--- config.mk ---
export PLATFORM = sky130hd
export DESIGN_NAME = ir_pulse_width_frame_decoder_unit_flat
export DESIGN_NICKNAME = d
export VERILOG_FILES = /design/src/sv/irpwfd_pkg.sv /design/src/sv/irpwfd_if.sv /design/src/sv/irpwfd_front.sv /design/src/sv/irpwfd_queue.sv /design/src/sv/irpwfd_back.sv /design/src/sv/ir_pulse_width_frame_decoder_unit.sv /design/src/flat_wrapper.sv
export SDC_FILE = /design/constraint.sdc
export NUM_CORES = 1
export LEC_CHECK = 0
export BUFFER_PORTS_ARGS = -buffer_cell sky130_fd_sc_hd__buf_2
export CORE_UTILIZATION = 67
export DETAILED_ROUTE_END_ITERATION = 7
export PLACE_DENSITY = 0.86
export SLEW_MARGIN = 20
export SYNTH_ARGS = -nofsm -noshare
export SYNTH_HDL_FRONTEND = slang
export SYNTH_SLANG_ARGS = --single-unit
export TNS_END_PERCENT = 5
--- constraint.sdc ---
create_clock -name clk -period 15.84 [get_ports clk]
set_input_delay 3.168 -clock clk [delete_from_list [all_inputs] [get_ports clk]]
set_output_delay 3.168 -clock clk [all_outputs]
set_load 0.01 [all_outputs]
--- src/sv/irpwfd_pkg.sv ---
`timescale 1ns / 1ps
// Shared types, timing constants and code table for the IR pulse-width frame decoder.
package irpwfd_pkg;

    localparam int TABLE_ENTRIES_DEF = 48;
    localparam int FRAME_BITS_DEF    = 32;
    localparam int ROM_SIZE          = 48;

    localparam int INTERVAL_W = 20;
    localparam int TOL_W      = 10;
    localparam int PREFIX_W   = 16;
    localparam int SKIP_W     = 4;
    localparam int CODE_W     = 16;
    localparam int INDEX_W    = 6;
    localparam int FRAME_W    = 32;
    localparam int RCNT_W     = 5;
    localparam int CFG_DATA_W = 16;
    localparam int CENTER_W   = 17;
    localparam int SUM_W      = 21;

    localparam int Q_DEPTH = 2;
    localparam int Q_PTR_W = $clog2(Q_DEPTH);
    localparam int Q_CNT_W = $clog2(Q_DEPTH + 1);

    localparam logic [CENTER_W-1:0] LEADER_PULSE_US = CENTER_W'(9000);
    localparam logic [CENTER_W-1:0] LEADER_SPACE_US = CENTER_W'(4500);
    localparam logic [CENTER_W-1:0] REPEAT_SPACE_US = CENTER_W'(2300);
    localparam logic [CENTER_W-1:0] DATA_PULSE_US   = CENTER_W'(510);
    localparam logic [CENTER_W-1:0] ONE_SPACE_US    = CENTER_W'(1750);
    localparam logic [CENTER_W-1:0] ZERO_SPACE_US   = CENTER_W'(600);
    localparam logic [CENTER_W-1:0] GAP_US          = CENTER_W'(96400);

    localparam logic [RCNT_W-1:0] RCNT_MAX = '1;

    localparam logic [TOL_W-1:0]    TOLERANCE_RST = TOL_W'(100);
    localparam logic [PREFIX_W-1:0] PREFIX_RST    = PREFIX_W'(8415);
    localparam logic [SKIP_W-1:0]   SKIP_RST      = SKIP_W'(2);

    typedef logic [INTERVAL_W-1:0] interval_t;
    typedef logic [TOL_W-1:0]      tolerance_t;
    typedef logic [PREFIX_W-1:0]   prefix_t;
    typedef logic [SKIP_W-1:0]     skip_t;
    typedef logic [CODE_W-1:0]     code_t;
    typedef logic [INDEX_W-1:0]    key_index_t;
    typedef logic [CFG_DATA_W-1:0] cfg_data_t;

    typedef enum logic [1:0] {
        CFG_TOLERANCE   = 2'd0,
        CFG_PREFIX      = 2'd1,
        CFG_REPEAT_SKIP = 2'd2
    } cfg_addr_t;

    typedef enum logic [2:0] {
        PH_IDLE       = 3'd0,
        PH_LEAD_PULSE = 3'd1,
        PH_LEAD_SPACE = 3'd2,
        PH_REP_PULSE  = 3'd3,
        PH_REP_SPACE  = 3'd4,
        PH_DATA_PULSE = 3'd5,
        PH_DATA_SPACE = 3'd6
    } phase_t;

    typedef struct packed {
        logic [FRAME_W-1:0] frame;
        logic               is_repeat;
    } emit_req_t;

    localparam code_t CODE_ROM [ROM_SIZE] = '{
        16'h10EF, 16'h0FF0, 16'hD02F, 16'hC23D, 16'h9E61, 16'h9C63, 16'h8877, 16'h48B7,
        16'hC837, 16'h28D7, 16'hA857, 16'h6897, 16'hE817, 16'h18E7, 16'h9867, 16'hD52A,
        16'h08F7, 16'h58A7, 16'h40BF, 16'h7887, 16'h00FF, 16'h55AA, 16'hC03F, 16'h906F,
        16'h807F, 16'hF906, 16'h3EC1, 16'h42BD, 16'h04FB, 16'h02FD, 16'h847B, 16'hE01F,
        16'h22DD, 16'h609F, 16'h14EB, 16'h827D, 16'hDA25, 16'h8976, 16'hBD42, 16'h8D72,
        16'hF10E, 16'h0DF2, 16'h718E, 16'h5DA2, 16'h4EB1, 16'h8E71, 16'hC639, 16'h8679
    };

    // center - tol <= w <= center + tol, lower bound clipped at zero
    function automatic logic near(interval_t w, tolerance_t tol, logic [CENTER_W-1:0] center);
        logic [SUM_W-1:0] w_plus;
        logic [SUM_W-1:0] c_plus;
        begin
            w_plus = SUM_W'(w) + SUM_W'(tol);
            c_plus = SUM_W'(center) + SUM_W'(tol);
            return (w_plus >= SUM_W'(center)) && (SUM_W'(w) <= c_plus);
        end
    endfunction

    function automatic logic above(interval_t w, tolerance_t tol, logic [CENTER_W-1:0] center);
        return SUM_W'(w) > (SUM_W'(center) + SUM_W'(tol));
    endfunction

endpackage

--- src/sv/irpwfd_if.sv ---
`timescale 1ns / 1ps
// Channel interfaces: interval words in, key words out, configuration writes.
interface irpwfd_in_if import irpwfd_pkg::*; ();
    logic      valid;
    logic      ready;
    interval_t interval_us;
    modport source (output valid, output interval_us, input ready);
    modport sink (input valid, input interval_us, output ready);
endinterface

interface irpwfd_key_if import irpwfd_pkg::*; ();
    logic       valid;
    logic       ready;
    key_index_t key_index;
    code_t      command_code;
    logic       is_repeat;
    modport source (output valid, output key_index, output command_code, output is_repeat,
                    input ready);
    modport sink (input valid, input key_index, input command_code, input is_repeat,
                  output ready);
endinterface

interface irpwfd_cfg_if import irpwfd_pkg::*; ();
    logic      valid;
    logic      ready;
    cfg_addr_t addr;
    cfg_data_t data;
    modport source (output valid, output addr, output data, input ready);
    modport sink (input valid, input addr, input data, output ready);
endinterface

--- src/sv/irpwfd_front.sv ---
`timescale 1ns / 1ps
// Front end: pulse-width state machine that builds frames and issues emit requests.
module irpwfd_front import irpwfd_pkg::*; #(
    parameter int FRAME_BITS = FRAME_BITS_DEF
) (
    input  logic         clk,
    input  logic         rst_n,
    irpwfd_in_if.sink    in_ch,
    input  tolerance_t   tolerance,
    input  skip_t        repeat_skip,
    input  logic         q_full,
    output logic         push,
    output emit_req_t    push_data
);

    localparam int BC_W = $clog2(FRAME_BITS + 1);

    phase_t                  phase_reg, phase_next;
    logic [BC_W-1:0]         bit_count_reg, bit_count_next;
    logic [FRAME_BITS-1:0]   shift_reg, shift_next;
    logic [FRAME_BITS-1:0]   last_frame_reg, last_frame_next;
    logic [RCNT_W-1:0]       repeat_count_reg, repeat_count_next;

    logic      accept;
    interval_t w;
    logic      gap, long_rep, frame_done;
    logic      n_lead, n_lspace, n_rspace, n_pulse, n_one, n_zero;
    logic [RCNT_W-1:0] rc_inc;

    assign in_ch.ready = !q_full;
    assign accept      = in_ch.valid && in_ch.ready;
    assign w           = in_ch.interval_us;

    assign gap        = above(w, tolerance, GAP_US);
    assign long_rep   = above(w, tolerance, LEADER_PULSE_US);
    assign n_lead     = near(w, tolerance, LEADER_PULSE_US);
    assign n_lspace   = near(w, tolerance, LEADER_SPACE_US);
    assign n_rspace   = near(w, tolerance, REPEAT_SPACE_US);
    assign n_pulse    = near(w, tolerance, DATA_PULSE_US);
    assign n_one      = near(w, tolerance, ONE_SPACE_US);
    assign n_zero     = near(w, tolerance, ZERO_SPACE_US);
    assign frame_done = bit_count_reg >= BC_W'(FRAME_BITS);
    assign rc_inc     = (repeat_count_reg == RCNT_MAX) ? repeat_count_reg
                                                       : repeat_count_reg + RCNT_W'(1);

    always_comb
    begin
        phase_next = phase_reg;
        if (accept)
        begin
            if (gap)
            begin
                phase_next = PH_LEAD_PULSE;
            end
            else
            begin
                case (phase_reg)
                    PH_LEAD_PULSE: phase_next = n_lead ? PH_LEAD_SPACE : PH_IDLE;
                    PH_LEAD_SPACE:
                    begin
                        if (n_lspace)
                            phase_next = PH_DATA_PULSE;
                        else if (n_rspace)
                            phase_next = PH_REP_PULSE;
                        else
                            phase_next = PH_IDLE;
                    end
                    PH_REP_PULSE:  phase_next = n_pulse ? PH_REP_SPACE : PH_IDLE;
                    PH_REP_SPACE:  phase_next = long_rep ? PH_LEAD_PULSE : PH_IDLE;
                    PH_DATA_PULSE:
                    begin
                        if (!n_pulse)
                            phase_next = PH_IDLE;
                        else if (frame_done)
                            phase_next = PH_REP_SPACE;
                        else
                            phase_next = PH_DATA_SPACE;
                    end
                    PH_DATA_SPACE: phase_next = (n_one || n_zero) ? PH_DATA_PULSE : PH_IDLE;
                    default:       phase_next = phase_reg;
                endcase
            end
        end
    end

    always_comb
    begin
        bit_count_next    = bit_count_reg;
        shift_next        = shift_reg;
        last_frame_next   = last_frame_reg;
        repeat_count_next = repeat_count_reg;
        push              = 1'b0;
        push_data.frame     = FRAME_W'(last_frame_reg);
        push_data.is_repeat = 1'b1;
        if (accept && !gap)
        begin
            case (phase_reg)
                PH_LEAD_SPACE:
                begin
                    if (n_lspace)
                    begin
                        bit_count_next    = '0;
                        shift_next        = '0;
                        repeat_count_next = '0;
                    end
                end
                PH_REP_SPACE:
                begin
                    if (long_rep)
                    begin
                        repeat_count_next = rc_inc;
                        push              = rc_inc > RCNT_W'(repeat_skip);
                    end
                end
                PH_DATA_PULSE:
                begin
                    if (n_pulse && frame_done)
                    begin
                        last_frame_next     = shift_reg;
                        push                = 1'b1;
                        push_data.frame     = FRAME_W'(shift_reg);
                        push_data.is_repeat = 1'b0;
                    end
                end
                PH_DATA_SPACE:
                begin
                    if (n_one || n_zero)
                    begin
                        shift_next     = {shift_reg[FRAME_BITS-2:0], n_one};
                        bit_count_next = bit_count_reg + BC_W'(1);
                    end
                end
                default:
                begin
                end
            endcase
        end
    end

    always_ff @(posedge clk or negedge rst_n)
    begin
        if (!rst_n)
        begin
            phase_reg        <= PH_IDLE;
            bit_count_reg    <= '0;
            shift_reg        <= '0;
            last_frame_reg   <= '0;
            repeat_count_reg <= '0;
        end
        else
        begin
            phase_reg        <= phase_next;
            bit_count_reg    <= bit_count_next;
            shift_reg        <= shift_next;
            last_frame_reg   <= last_frame_next;
            repeat_count_reg <= repeat_count_next;
        end
    end

    a_gap_rearms: assert property (@(posedge clk) disable iff (!rst_n)
        accept && gap |=> phase_reg == PH_LEAD_PULSE)
        else $error("long interval did not rearm decoder");

    a_push_needs_accept: assert property (@(posedge clk) disable iff (!rst_n)
        push |-> accept && !q_full)
        else $error("emit request without accepted word");

    a_fresh_frame_full: assert property (@(posedge clk) disable iff (!rst_n)
        push && !push_data.is_repeat |->
            phase_reg == PH_DATA_PULSE && bit_count_reg == BC_W'(FRAME_BITS))
        else $error("fresh frame emitted before all bits received");

endmodule

--- src/sv/irpwfd_queue.sv ---
`timescale 1ns / 1ps
// Small FIFO of emit requests between the front end and the lookup stage.
module irpwfd_queue import irpwfd_pkg::*; (
    input  logic       clk,
    input  logic       rst_n,
    input  logic       push,
    input  emit_req_t  push_data,
    output logic       full,
    input  logic       pop,
    output emit_req_t  head,
    output logic       nonempty
);

    emit_req_t            mem [Q_DEPTH];
    logic [Q_PTR_W-1:0]   wr_ptr_reg, wr_ptr_next;
    logic [Q_PTR_W-1:0]   rd_ptr_reg, rd_ptr_next;
    logic [Q_CNT_W-1:0]   count_reg, count_next;

    assign full     = count_reg == Q_CNT_W'(Q_DEPTH);
    assign nonempty = count_reg != '0;
    assign head     = mem[rd_ptr_reg];

    always_comb
    begin
        wr_ptr_next = push ? wr_ptr_reg + Q_PTR_W'(1) : wr_ptr_reg;
        rd_ptr_next = pop ? rd_ptr_reg + Q_PTR_W'(1) : rd_ptr_reg;
        count_next  = count_reg + Q_CNT_W'(push) - Q_CNT_W'(pop);
    end

    always_ff @(posedge clk)
    begin
        if (push)
            mem[wr_ptr_reg] <= push_data;
    end

    always_ff @(posedge clk or negedge rst_n)
    begin
        if (!rst_n)
        begin
            wr_ptr_reg <= '0;
            rd_ptr_reg <= '0;
            count_reg  <= '0;
        end
        else
        begin
            wr_ptr_reg <= wr_ptr_next;
            rd_ptr_reg <= rd_ptr_next;
            count_reg  <= count_next;
        end
    end

    a_no_overflow: assert property (@(posedge clk) disable iff (!rst_n)
        push |-> !full || pop)
        else $error("queue overflow");

    a_no_underflow: assert property (@(posedge clk) disable iff (!rst_n)
        pop |-> nonempty)
        else $error("queue underflow");

    a_count_bound: assert property (@(posedge clk) disable iff (!rst_n)
        count_reg <= Q_CNT_W'(Q_DEPTH))
        else $error("queue count out of range");

endmodule

--- src/sv/irpwfd_back.sv ---
`timescale 1ns / 1ps
// Back end: prefix check, code table search and output register.
module irpwfd_back import irpwfd_pkg::*; #(
    parameter int TABLE_ENTRIES = TABLE_ENTRIES_DEF
) (
    input  logic          clk,
    input  logic          rst_n,
    input  prefix_t       address_prefix,
    input  logic          q_valid,
    input  emit_req_t     head,
    output logic          pop,
    irpwfd_key_if.source  key
);

    localparam int LIMIT = (TABLE_ENTRIES < ROM_SIZE) ? TABLE_ENTRIES : ROM_SIZE;

    logic        valid_reg, valid_next;
    key_index_t  index_reg;
    code_t       code_reg;
    logic        rep_reg;

    code_t       code;
    logic        rom_hit, hit;
    key_index_t  idx;

    assign code = head.frame[CODE_W-1:0];
    assign pop  = q_valid && (!valid_reg || key.ready);

    // lowest matching entry wins
    always_comb
    begin
        rom_hit = 1'b0;
        idx     = '0;
        for (int i = LIMIT - 1; i >= 0; i--)
        begin
            if (CODE_ROM[i] == code)
            begin
                rom_hit = 1'b1;
                idx     = INDEX_W'(i);
            end
        end
        hit = rom_hit && (head.frame[FRAME_W-1:CODE_W] == address_prefix);
    end

    always_comb
    begin
        if (pop && hit)
            valid_next = 1'b1;
        else if (key.ready)
            valid_next = 1'b0;
        else
            valid_next = valid_reg;
    end

    always_ff @(posedge clk or negedge rst_n)
    begin
        if (!rst_n)
            valid_reg <= 1'b0;
        else
            valid_reg <= valid_next;
    end

    always_ff @(posedge clk)
    begin
        if (pop && hit)
        begin
            index_reg <= idx;
            code_reg  <= code;
            rep_reg   <= head.is_repeat;
        end
    end

    assign key.valid        = valid_reg;
    assign key.key_index    = index_reg;
    assign key.command_code = code_reg;
    assign key.is_repeat    = rep_reg;

    a_hit_shows: assert property (@(posedge clk) disable iff (!rst_n)
        pop && hit |=> key.valid)
        else $error("matched frame not presented");

    a_miss_drops: assert property (@(posedge clk) disable iff (!rst_n)
        pop && !hit && key.ready |=> !key.valid)
        else $error("unmatched frame produced a word");

    a_index_range: assert property (@(posedge clk) disable iff (!rst_n)
        key.valid |-> key.key_index < INDEX_W'(LIMIT))
        else $error("key index beyond table");

endmodule

--- src/sv/ir_pulse_width_frame_decoder_unit.sv ---
`timescale 1ns / 1ps
// Top level of the IR pulse-width frame decoder.
//
// Usage: the interval channel carries one word per receiver edge, the time in
// microseconds since the previous edge. The key channel returns one word per
// decoded frame (or per re-emitted repeat) whose upper 16 bits match the
// address prefix and whose command is found in the code table: table index,
// command and a repeat flag. Unmatched frames and plain pulses give no word.
// The cfg channel writes tolerance, address prefix and repeat skip; it is
// always ready and should be used only while the decoder is idle.
// Throughput: one interval word per cycle while the queue is not full. A key
// word passes the state machine step, a 2-entry queue and the table search
// into the output register, which presents it on the key channel.
// When the key receiver stalls, the output register holds its word, the queue
// fills, and interval ready drops only once the queue is full.
// Reset: decoder idle waiting for a long gap, stored frame and counters zero,
// registers at tolerance 100, prefix 8415, repeat skip 2; no clearing pass.
module ir_pulse_width_frame_decoder_unit import irpwfd_pkg::*; #(
    parameter int TABLE_ENTRIES = TABLE_ENTRIES_DEF,
    parameter int FRAME_BITS    = FRAME_BITS_DEF
) (
    input  logic          clk,
    input  logic          rst_n,
    irpwfd_in_if.sink     interval,
    irpwfd_key_if.source  key,
    irpwfd_cfg_if.sink    cfg
);

    tolerance_t tolerance_reg;
    prefix_t    prefix_reg;
    skip_t      skip_reg;

    logic       q_full;
    logic       push;
    emit_req_t  push_data;
    logic       pop;
    emit_req_t  head;
    logic       q_valid;

    assign cfg.ready = 1'b1;

    always_ff @(posedge clk or negedge rst_n)
    begin
        if (!rst_n)
        begin
            tolerance_reg <= TOLERANCE_RST;
            prefix_reg    <= PREFIX_RST;
            skip_reg      <= SKIP_RST;
        end
        else if (cfg.valid && cfg.ready)
        begin
            case (cfg.addr)
                CFG_TOLERANCE:   tolerance_reg <= cfg.data[TOL_W-1:0];
                CFG_PREFIX:      prefix_reg    <= cfg.data[PREFIX_W-1:0];
                CFG_REPEAT_SKIP: skip_reg      <= cfg.data[SKIP_W-1:0];
                default:
                begin
                end
            endcase
        end
    end

    irpwfd_front #(
        .FRAME_BITS (FRAME_BITS)
    ) u_front (
        .clk         (clk),
        .rst_n       (rst_n),
        .in_ch       (interval),
        .tolerance   (tolerance_reg),
        .repeat_skip (skip_reg),
        .q_full      (q_full),
        .push        (push),
        .push_data   (push_data)
    );

    irpwfd_queue u_queue (
        .clk       (clk),
        .rst_n     (rst_n),
        .push      (push),
        .push_data (push_data),
        .full      (q_full),
        .pop       (pop),
        .head      (head),
        .nonempty  (q_valid)
    );

    irpwfd_back #(
        .TABLE_ENTRIES (TABLE_ENTRIES)
    ) u_back (
        .clk            (clk),
        .rst_n          (rst_n),
        .address_prefix (prefix_reg),
        .q_valid        (q_valid),
        .head           (head),
        .pop            (pop),
        .key            (key)
    );

endmodule

--- src/flat_wrapper.sv ---
// flat-port wrapper written by rule: the top's interface ports become plain ports
module ir_pulse_width_frame_decoder_unit_flat import irpwfd_pkg::*;
#(
    parameter int TABLE_ENTRIES = TABLE_ENTRIES_DEF,
    parameter int FRAME_BITS    = FRAME_BITS_DEF
)
  (clk, rst_n, interval_valid, interval_interval_us, interval_ready, key_valid, key_key_index, key_command_code, key_is_repeat, key_ready, cfg_valid, cfg_addr, cfg_data, cfg_ready);
  irpwfd_in_if interval_i ();
  irpwfd_key_if key_i ();
  irpwfd_cfg_if cfg_i ();
  input  logic clk;
  input  logic rst_n;
  input wire logic [$bits(interval_i.valid)-1:0] interval_valid;
  input wire logic [$bits(interval_i.interval_us)-1:0] interval_interval_us;
  output wire logic [$bits(interval_i.ready)-1:0] interval_ready;
  output wire logic [$bits(key_i.valid)-1:0] key_valid;
  output wire logic [$bits(key_i.key_index)-1:0] key_key_index;
  output wire logic [$bits(key_i.command_code)-1:0] key_command_code;
  output wire logic [$bits(key_i.is_repeat)-1:0] key_is_repeat;
  input wire logic [$bits(key_i.ready)-1:0] key_ready;
  input wire logic [$bits(cfg_i.valid)-1:0] cfg_valid;
  input wire logic [$bits(cfg_i.addr)-1:0] cfg_addr;
  input wire logic [$bits(cfg_i.data)-1:0] cfg_data;
  output wire logic [$bits(cfg_i.ready)-1:0] cfg_ready;
  assign interval_i.valid = interval_valid;
  assign interval_i.interval_us = interval_interval_us;
  assign interval_ready = interval_i.ready;
  assign key_valid = key_i.valid;
  assign key_key_index = key_i.key_index;
  assign key_command_code = key_i.command_code;
  assign key_is_repeat = key_i.is_repeat;
  assign key_i.ready = key_ready;
  assign cfg_i.valid = cfg_valid;
  assign cfg_i.addr = cfg_addr;
  assign cfg_i.data = cfg_data;
  assign cfg_ready = cfg_i.ready;
  ir_pulse_width_frame_decoder_unit #(.TABLE_ENTRIES(TABLE_ENTRIES), .FRAME_BITS(FRAME_BITS)) u_core (.clk(clk), .rst_n(rst_n), .interval(interval_i), .key(key_i), .cfg(cfg_i));
endmodule
# Word-level counts from Yosys, hierarchy flattened
# Memory sizes are Yosys's and may differ from the RTL's.
# Index checks and enable logic that the tools add are counted.
# W data, S select, Z words.
# totals
register_bits	136
mem_bits_rw	66
input_bits	43
n_memories	1
# memory_table
memory	depth	width	read_ports	rd_ports_with_merged_regs	write_ports	line_no	text
u_core.u_queue.mem	2	33	1	0	1	irpwfd_queue.sv:14	emit_req_t mem [Q_DEPTH];
# classes
n_addsub	14
n_lt_le_gt_ge	16
n_eq_ne	62
muxes	126
reduce_logical	35
# op_table
op	count
$eq A16 B16 Y1 const A	25
$eq A15 B16 Y1 const A	11
$mux W6	18
$mux W33	3
$mux W5	19
$mux W32	2
$pmux W32 S2	1
$mux W1	57
$eq A12 B16 Y1 const A	3
$eq A13 B16 Y1 const A	3
$eq A14 B16 Y1 const A	3
$le A20 B11 Y1	2
$mux W4	8
$reduce_or A32 Y1	1
$mux W3	9
$add A20 B10 Y21	1
$ge A21 B10 Y1 const B	1
$ge A21 B11 Y1 const B	1
$ge A21 B12 Y1 const B	1
$ge A21 B13 Y1 const B	1
$ge A21 B14 Y1 const B	1
$ge A21 B9 Y1 const B	1
$gt A20 B21 Y1	1
$gt A20 B18 Y1	1
47 further kinds	79

# Depth between registers and ports, before layout
# An unclocked memory read counts as a cell.
# logic_depth
depth_word	53
ltp_mapped	21
mapped_depth_nobuf	21

# Cells and area by module
# A second synthesis with hierarchy kept.
# unflattened
cells_unflattened	1190
hier_area_um2	13326.5
# by_module_without_submodules
module	n_inst	cells_each	area_each_um2	seq_area_each_um2
irpwfd_front	1	813	7489.7	1951.9
irpwfd_queue	1	118	2732.6	2082.0
irpwfd_back	1	192	1893.1	715.7
ir_pulse_width_frame_decoder_unit	1	67	1211.2	765.7

# Worst setup path before layout
# OpenSTA, ideal clock, no wires.
# synth_path
kind	input to register
startpoint	input interval_interval_us[0]
endpoint	memory u_core.u_queue.mem[0][0] in the netlist's numbering, enable pin
arrival_ps	6903
required_ps	15417
slack_ps	8514
stages	12
n_path_buf	0
cell_sequence	ha_1 -> fa_1 -> nor2b_1 -> o311ai_0 -> a21o_1 -> o21ai_1 -> nor4_1 -> a31oi_1 -> a31oi_2 -> nand2_1 -> a21o_1 -> nor2_1
# synth_via
elab_chain_len	9
# synth_rtl
item	line_no	text
start: declaration	flat_wrapper.sv:14	input wire logic [$bits(interval_i.interval_us)-1:0] interval_interval_us;
$add A20 B10 Y21	irpwfd_pkg.sv:82	w_plus = SUM_W'(w) + SUM_W'(tol);
$ge A21 B9 Y1	irpwfd_pkg.sv:84	return (w_plus >= SUM_W'(center)) && (SUM_W'(w) <= c_plus);
$logic_and A1 B1 Y1	irpwfd_pkg.sv:84	
$logic_and A1 B1 Y1	irpwfd_front.sv:117	if (n_pulse && frame_done)
$mux W1	irpwfd_front.sv:117	
$pmux W1 S2	irpwfd_front.sv:97	case (phase_reg)
$mux W1 (*)	irpwfd_front.sv:95	if (accept && !gap)
$mux W1 (*)	irpwfd_queue.sv:32	if (push)
$mux W1 (implied by the code) (*)	irpwfd_queue.sv:33	mem[wr_ptr_reg] <= push_data;
end: declaration	irpwfd_queue.sv:14	
# Mark *: on every way between the ends. The rest lies on a longest branch, timed or not.

==> impl_metrics.yaml <==
synthesis:
  syn-cell-area_mm2: 0.0130
  synth_common_cells: "nand2_1, dfrtp_1, ha_1"
  synth.most_common_cell: "nand2_1"
  synth_edf_count: 89
  synth_top_area_cell: "edfxtp_1"
  synth_area_leaders: "edfxtp_1, dfrtp_1, ha_1, mux2_4, mux2_2"
  ys_warn_count: 0
  netlist_instances: 1248
  ys_async_sr_fraction: 0.559
  syn_nets: 1382
  synth_ff_type: "dfrtp_1"
  avgSynthCellArea_um2: 10.4
  ys_types: 89
  ys_ff_latch: 202
  synth_top_area_share: 0.205
  seq_area_frac_synth: 0.424
final_layout:
  fin_cells: 1581
  num-nets-final: 1440
  largest_reg_flops: 66
  area_delta_synth_final_pct: 9.81
  diodes: 0
  drive_gt1_frac: 0.197
worst_setup_path:
  crit_start: "interval_interval_us[0]"
  critPathMaxFanout: 65
  rr_endpoint: "u_core.u_front.bit_count_reg[0]$_DFFE_PN0P_"
  cpLargestDelayFamily: "compound AO/OA/AOI/OAI gates"
  crit_end: "u_core.u_queue.mem[0][1]$_DFFE_PP_"
  rrSetupSlack_ns: 10.55
  rr_startpoint: "u_core.tolerance_reg[4]$_DFFE_PN0P_"
  worstPathRequired_ns: 16.09
  crit_buf_inv: 2
  worstPathArrival_ns: 7.19
  cp.depth: 14
  startpoint_type: "input pin"
  critPathCaptureType: "register"
  worst_path_max_delay_cell: "buf_4"
  r2r_cells: 16
  path_class: "in -> reg"
  cp_cell_sequence: "buf_2, ha_1, fa_1, nor2b_1, o311ai_0, a21o_1, o21ai_1, nor4_1, a31oi_1, a31oi_2, nand2_1, nor2_4, buf_4, mux2_4"
  cpPeakStageDelay_ns: 0.80
clocking:
  cts_buffers: 21
  cts_tree: "yes"
  cts_hold_buf: 0
  clkTransAtPathRegs_ns: 0.07
  cts_root_buffer: "clkbuf_16"
  cts_setup_buffers: 0
  cts_buffer_depth: 3
  clock_sinks: 202
  post_cts_resized: 0
  htreeDepth: 1
  clock_latency_ns: 0.51
hold_path:
  hold_class: "reg -> reg"
  hold_depth: 1
drt:
  wl_per_cell_um: 21.7
  final_antenna_net_count: 0
  drtIter0Drc: 740
  via_per_inst: 6.49
  vias: 10300
  dr.pass1.iters: 8
  wirelength_um: 34200
  drc_errors: 0
floorplanning:
  io_pins: 69
  die_area_mm2: 0.0200
  die_h_um: 141
  core_area_mm2: 0.0189
  row_count: 50
  die_w_um: 141
  start_util: 0.689
sta:
  fin_crit_sh: 0.438
  slew_headroom: 0.258
  rsz0062_at_grt: "false"
  period_needed_ns: 6.93
  hold_viol: 0
  max_freq_ghz: 0.144
  finalSetupTns_ns: 0
  clock-skew-final_ns: 0.0194
  whs_ns: 0.510
  worst_pin_slew_ns: 1.11
  finalSetupViolCount: 0
  drv_slew: 0
grt:
  grt_pass1_vias: 10100
  grt_pass1_wl_um: 54500
  track_usage: 0.354
  grt_start_max_net_pins: 70
  antenna_found_initial: 0
  grt_remaining_overflow: 0
power:
  ir_drop_v: 0.000112
  cellPowerDensity_mw_per_mm2: 114
  p_leak_nw: 6.06
placement:
  dpl.hpwl_um: 23400
  dp_cells: 1543
  gp_congestion: 0.961
  port_buffers: 67
run:
  drv_cap: 0
status:
  run_status: "complete, no violations"
-- placed cells by master, fill, tap and decap left out, drive strengths merged, types with 5 or more instances in the layout --
cell     synthesis  routed
dfstp           12      12
nor4             9       9
a21oi           65      65
inv             46      50
or2             10      10
a21boi           5       5
nand4           17      17
o21ai           74      74
nor3b            9       9
nor3            20      20
buf             22      78
mux2           106     106
and3            12      12
edfxtp          89      89
xnor2           34      34
ha              90      90
and2            11      11
clkbuf          21      27
mux2i           18      18
a31oi            9       9
o31ai            5       5
o22ai           11      11
nor2b           13      13
nand3           25      25
or3             10      10
a21o            31      31
nand3b           7       7
a2111oi          5       5
o211ai           6       6
a211oi          10      10
dfrtp          101     101
xor2            36      36
nand2b          19      19
nor2            68      68
nand2          153     153
o21a             5       5
-- worst register-to-register path, cell delays in order (launching register included) --
cell	delay, ns
dfrtp_1	0.52
inv_1	0.36
ha_1	0.30
inv_1	0.07
a21oi_1	0.24
nor2_1	0.09
xor2_1	0.15
ha_1	0.32
and3_1	0.16
a2111oi_0	0.48
o221ai_1	0.38
a2111oi_0	0.47
and4bb_1	0.34
nor4_4	0.26
buf_4	0.54
nor2b_1	0.20
mux2_2	0.31
-- worst min path at each step --
stage | from | endpoint | slack (ns)
3_5_place_dp | u_core.u_front.last_frame_reg[20]$_DFFE_PN0P_ | u_core.u_front.last_frame_reg[20]$_DFFE_PN0P_ | 0.50
4_1_cts | u_core.u_front.last_frame_reg[13]$_DFFE_PN0P_ | u_core.u_front.last_frame_reg[13]$_DFFE_PN0P_ | 0.51
3_3_place_gp | u_core.u_queue.count_reg[1]$_DFF_PN0_ | u_core.u_queue.count_reg[1]$_DFF_PN0_ | 0.48
5_1_grt | u_core.u_front.last_frame_reg[24]$_DFFE_PN0P_ | u_core.u_front.last_frame_reg[24]$_DFFE_PN0P_ | 0.52
6_report | u_core.u_front.last_frame_reg[13]$_DFFE_PN0P_ | u_core.u_front.last_frame_reg[13]$_DFFE_PN0P_ | 0.51
2_1_floorplan | u_core.u_queue.count_reg[1]$_DFF_PN0_ | u_core.u_queue.count_reg[1]$_DFF_PN0_ | 0.47
-- metal layers --
layer,up-vias,wire (µm),GRT usage
met4,0,839,0.108
met3,74,2420,0.0479
met2,472,16200,0.587
met5,-,0,0
li1,4684,-,-
met1,5028,14800,0.487
-- stage by stage --
stage	setup slack (ns)	cell area [µm²]	utilization	power, mW
finish	8.91	14300	0.756	1.63
global placement	8.57	13500	0.716	1.06
floorplan	8.51	13000	-	0.957
detailed placement	8.53	13500	0.716	1.08
CTS	8.99	14300	0.756	1.62
global route	8.68	14300	0.756	1.70
-- where the power goes --
group,internal (mW),switching [mW]
sequential,0.575,0.0495
combinational,0.201,0.262
clock,0.330,0.208
-- cell families (layout without fill, tap and decap cells) --
| group | after synthesis | after routing | synth area share |
|---|---|---|---|
| simple gates | 400 | 400 | 0.153 |
| compound gates | 271 | 271 | 0.136 |
| flops | 202 | 202 | 0.424 |
| mux | 124 | 124 | 0.120 |
| fa+ha+maj | 91 | 91 | 0.0881 |
| buf+inv | 89 | 162 | 0.0321 |
| xor+xnor | 70 | 70 | 0.0471 |
| other cells | 1 | 1 | 0.000288 |
-- area by class of cell --
class                   count  area [µm²]
clock buffers              27         589
clock inverters            11         166
fillers                  1251        4600
inverters                  46         173
multi-input cells         957        7100
flip-flops and latches    202        5520
well taps                 260         325
repair buffers             78         420
No activity file was read; power rests on OpenSTA's default activity.
